[src/sv/pacrt_pkg.sv]
// Shared types and constants for the per-address connection rate table.
`timescale 1ns / 1ps
package pacrt_pkg;

	localparam int TABLE_SIZE_DEF  = 64;
	localparam int COUNT_WIDTH_DEF = 16;
	localparam int OUT_COUNT_W     = 16;
	localparam logic [15:0] LEAK_RESET = 16'd1000;

	typedef enum logic [1:0] {
		ACT_RECORD = 2'd0,
		ACT_QUERY  = 2'd1,
		ACT_SWEEP  = 2'd2,
		ACT_NONE   = 2'd3
	} act_e_t;

	typedef struct packed {
		logic start;
		logic rd;
		logic note_free;
		logic idx_inc;
		logic hit_inc;
		logic div_start;
		logic decay;
		logic fill;
		logic emit;
	} cmd_t;

	typedef struct packed {
		act_e_t act;
		logic   valid_here;
		logic   match_here;
		logic   last;
		logic   div_busy;
		logic   out_free;
	} sts_t;

endpackage

[src/sv/pacrt_ctrl.sv]
// Sequencer for scan, decay and result hand-off of the rate table.
`timescale 1ns / 1ps
module pacrt_ctrl
	import pacrt_pkg::*;
(
	input  logic clk,
	input  logic arst_n,
	input  logic in_valid,
	output logic in_stall,
	input  sts_t sts,
	output cmd_t cmd
);

	typedef enum logic [6:0] {
		S_IDLE  = 7'b0000001,
		S_READ  = 7'b0000010,
		S_CHECK = 7'b0000100,
		S_DIV   = 7'b0001000,
		S_APPLY = 7'b0010000,
		S_FILL  = 7'b0100000,
		S_DONE  = 7'b1000000
	} state_t;

	state_t state_q, state_d;

	assign in_stall = (state_q != S_IDLE);

	always_comb begin
		state_d = state_q;
		cmd     = '0;
		unique case (state_q)
			S_IDLE: begin
				if (in_valid) begin
					cmd.start = 1'b1;
					state_d   = S_READ;
				end
			end
			S_READ: begin
				cmd.rd  = 1'b1;
				state_d = S_CHECK;
			end
			S_CHECK: begin
				unique case (sts.act)
					ACT_RECORD: begin
						if (sts.match_here) begin
							cmd.hit_inc = 1'b1;
							state_d     = S_DONE;
						end else begin
							cmd.note_free = 1'b1;
							if (sts.last) begin
								state_d = S_FILL;
							end else begin
								cmd.idx_inc = 1'b1;
								state_d     = S_READ;
							end
						end
					end
					ACT_QUERY: begin
						if (sts.match_here) begin
							cmd.div_start = 1'b1;
							state_d       = S_DIV;
						end else if (sts.last) begin
							state_d = S_DONE;
						end else begin
							cmd.idx_inc = 1'b1;
							state_d     = S_READ;
						end
					end
					ACT_SWEEP: begin
						if (sts.valid_here) begin
							cmd.div_start = 1'b1;
							state_d       = S_DIV;
						end else if (sts.last) begin
							state_d = S_DONE;
						end else begin
							cmd.idx_inc = 1'b1;
							state_d     = S_READ;
						end
					end
					default: state_d = S_DONE;
				endcase
			end
			S_DIV: begin
				if (!sts.div_busy) state_d = S_APPLY;
			end
			S_APPLY: begin
				cmd.decay = 1'b1;
				if (sts.act == ACT_SWEEP && !sts.last) begin
					cmd.idx_inc = 1'b1;
					state_d     = S_READ;
				end else begin
					state_d = S_DONE;
				end
			end
			S_FILL: begin
				cmd.fill = 1'b1;
				state_d  = S_DONE;
			end
			S_DONE: begin
				if (sts.out_free) begin
					cmd.emit = 1'b1;
					state_d  = S_IDLE;
				end
			end
			default: state_d = S_IDLE;
		endcase
	end

	always_ff @(posedge clk or negedge arst_n) begin
		if (!arst_n) state_q <= S_IDLE;
		else         state_q <= state_d;
	end

endmodule

[config.mk]
export PLATFORM = sky130hd
export DESIGN_NAME = pacrt_ctrl
export DESIGN_NICKNAME = d
export VERILOG_FILES = /design/src/sv/pacrt_pkg.sv /design/src/sv/pacrt_ctrl.sv
export SDC_FILE = /design/constraint.sdc
export NUM_CORES = 1
export LEC_CHECK = 0
export ABC_AREA = 0
export BUFFER_PORTS_ARGS = -buffer_cell sky130_fd_sc_hd__buf_2
export CORE_MARGIN = 2
export CORE_UTILIZATION = 44
export DETAILED_ROUTE_END_ITERATION = 8
export HOLD_SLACK_MARGIN = 0.06
export PLACE_DENSITY_LB_ADDON = 0.08
export SLEW_MARGIN = 25
export SYNTH_ARGS = -nofsm -noshare
export SYNTH_HDL_FRONTEND = slang
export SYNTH_SLANG_ARGS = --single-unit
[constraint.sdc]
create_clock -name clk -period 1.5 [get_ports clk]
set_clock_uncertainty 0.2 [all_clocks]
set_input_delay 0.225 -clock clk [delete_from_list [all_inputs] [get_ports clk]]
set_output_delay 0.225 -clock clk [all_outputs]
set_load 0.02 [all_outputs]
==> impl_metrics.tcl <==
set metrics [dict create \
    reg.largest.list "state_q (7)" \
    vias 1009 \
    async_reset_ff_share_pct 100 \
    period_share_pct 142 \
    synth-seq-cells 7 \
    path_cells "nor3_4, nand4b_4, o41ai_4, buf_4" \
    syn_avg_cell_area_um2 8.53 \
    detail_route.wl_per_cell_um 22.7 \
    synth_edf_count 0 \
    ys.flop_type "dfrtp_1" \
    yosysSeqAreaShare_pct 25.5 \
    largest_register_ffs 7 \
    grt_pass1_vias 892 \
    insertion_delay_ps 280 \
    top_register "state_q" \
    reg2reg_depth 6 \
    initial_utilization_pct 46.4 \
    status "complete, but fails checks" \
    rsz0062_at_grt "yes" \
    reg2reg_slack_ps -480 \
    max_freq_ghz 0.470 \
    cellPowerDensity_mw_per_mm2 1150 \
    drt.antenna.violating_nets 0 \
    die-area_mm2 0.00190 \
    place_area_mm2 0.00106 \
    syn_area_um2 691 \
    row_count 14 \
    cts_tree "done" \
    muxShareOfSynthArea_pct 0 \
    criticalPathCategory "flip-flop to output pin" \
    synth_nets 97 \
    yosys.area_share.simple_pct 36.2 \
    min_path_type "input port to asynchronous set/reset pin" \
    cts_root_buf "clkbuf_4" \
    layout_setup_ws_ps -628 \
    drc 0 \
    leakage_uw 0.000688 \
    layout_min_cycle_time_ps 2130 \
    crit_slowest_cell "dfrtp_1" \
    synth_fa_ha_area_share_pct 10.9 \
    numCtsBuffers 3 \
    violations "setup timing" \
    synthDistinctLibCells 38 \
    cts.htree.levels 1 \
    fp.dieH_um 43.6 \
    synth_compound_area_share_pct 17.6 \
    worstPathRequired_ps 1070 \
    globalplace.congestion 0.811 \
    gr-total-overflow 0 \
    setup_tns_ps -7300 \
    clock-sinks 7 \
    r2r_start "state_q[4]$_DFFE_PN0P_" \
    track_usage_pct 31.2 \
    maxCapViolCount 0 \
    ir_worst_vdd_v 0.00112 \
    nets 158 \
    area_delta_synth_final_pct 94.6 \
    antenna_cells 0 \
    synth_top_family_by_area "simple AND/OR/NAND/NOR gates" \
    layout-drive-gt1-share_pct 61.7 \
    clkTransAtPathRegs_ps 60 \
    dr.first_iter.drc_count 57 \
    arrival_ps 1700 \
    start_kind "flip-flop" \
    die-width_um 43.6 \
    dp_hpwl_um 1670 \
    core-area_mm2 0.00149 \
    port_buffers 19 \
    setup_violations 16 \
    finalMaxSlewViolations 0 \
    num_io_pins 20 \
    synth-warning-count 0 \
    synth_xor_area_share_pct 2.54 \
    fin_util_pct 90.3 \
    dr.pass1.iters 4 \
    antenna_found_initial 0 \
    clock_path_buffers 2 \
    reg2reg_to "state_q[4]$_DFFE_PN0P_" \
    cp_max_fo 3 \
    wirelength_um 3570 \
    hold_viol_final 0 \
    via_per_inst 6.43 \
    worst_pin_slew_ps 420 \
    slew_headroom_pct 71.8 \
    grt_pass1_wl_um 4230 \
    critPathMaxStageDelay_ps 430 \
    final_area_mm2 0.00134 \
    synthCells 81 \
    endpoint_kind "output pin" \
    grt_max_degree 8 \
]
==> what timing repair did <==
action / 4_1_cts / 5_1_grt
pin swaps: 6 / 10
setup buffers: 6 / 9
gates cloned: 0 / 0
setup endpoints to repair: 15 / 15
resized for setup: 24 / 14
hold endpoints to repair: 8 / 0
hold buffers: 2 / 0
==> synthesized netlist by cell type (all sizes together) (2+ instances only) <==
cell type	n	area share, %
nand2	5	2.7
and4	2	2.5
dfrtp	6	22
inv	8	4.3
a21oi	2	1.4
nand4b	2	3.4
nor2	9	4.9
o21ai	3	2.2
nor3b	3	3.3
ha	6	11
clkbuf	2	1.1
buf	2	1.8
o211ai	2	2.2
nor4	3	2.7
xor2	2	2.5
and4b	2	2.9
nor3	3	3.8
o211a	2	2.9
==> worst max-delay path: cells and delay by family (launching register included) <==
family                 cells  cell delay, ps
flip-flops                 1             430
AO/OA/AOI/OAI              1             330
AND/OR/NAND/NOR            2             470
buffers and inverters      1             200
==> through the flow <==
step / setup WS [ps] / cells / power, uW / hold slack (ps)
floorplan: -274 / 81 / 660 / -271
global placement: -260 / 140 / 936 / -138
detailed placement: -302 / 140 / 946 / -133
CTS: -516 / 152 / 1320 / 110
global route: -717 / 157 / 1610 / 161
finish: -628 / 157 / 1550 / 149
==> power by group <==
group	leakage [uW]	switching (uW)	total (uW)	internal, uW
logic	0.000583	538	1060	517
registers	0.0000899	60.2	294	234
clock network	0.0000150	97.9	201	103
==> kinds of logic after synthesis <==
family | Yosys count
AND/OR/NAND/NOR | 38
AO/OA/AOI/OAI | 16
buffers and inverters | 12
flip-flops | 7
adder cells (fa/ha/maj) | 6
XOR/XNOR | 2
==> cell type report <==
type	count	area, um2
sequential	7	179
fill	63	145
clock buffer	4	26.3
timing repair buffer	60	472
multi-input combinational	62	617
inverter	8	30.0
tap	16	20.0
==> cell usage in the layout, fill, tap and decap left out, types with 3 or more instances in the layout <==
cell type,netlist,final
inv_1,8,7
buf_6,0,11
ha_1,6,6
nand2_1,5,4
nor2_1,9,4
clkbuf_4,0,3
buf_2,1,10
dfrtp_1,6,4
nor2_4,0,3
buf_4,1,37
==> per-layer routing <==
| layer | vias to the layer above | global-route usage, % | wire length (um) |
|---|---|---|---|
| met5 | - | 0 | 0 |
| met4 | 0 | 17.0 | 325 |
| met3 | 40 | 3.75 | 334 |
| met2 | 87 | 52.6 | 1680 |
| met1 | 462 | 38.2 | 1230 |
| li1 | 420 | - | - |
==> how the worst max path moves through the flow <==
stage                                start                endpoint
floorplan           state_q[5]$_DFFE_PN0P_                  cmd[8]
global placement    state_q[5]$_DFFE_PN0P_  state_q[1]$_DFFE_PN0P_
detailed placement  state_q[5]$_DFFE_PN0P_                  cmd[4]
CTS                 state_q[6]$_DFFE_PN0P_                  cmd[4]
global route        state_q[4]$_DFFE_PN0P_                  cmd[6]
finish              state_q[4]$_DFFE_PN0P_                  cmd[5]
(Power assumes the default switching activity.)
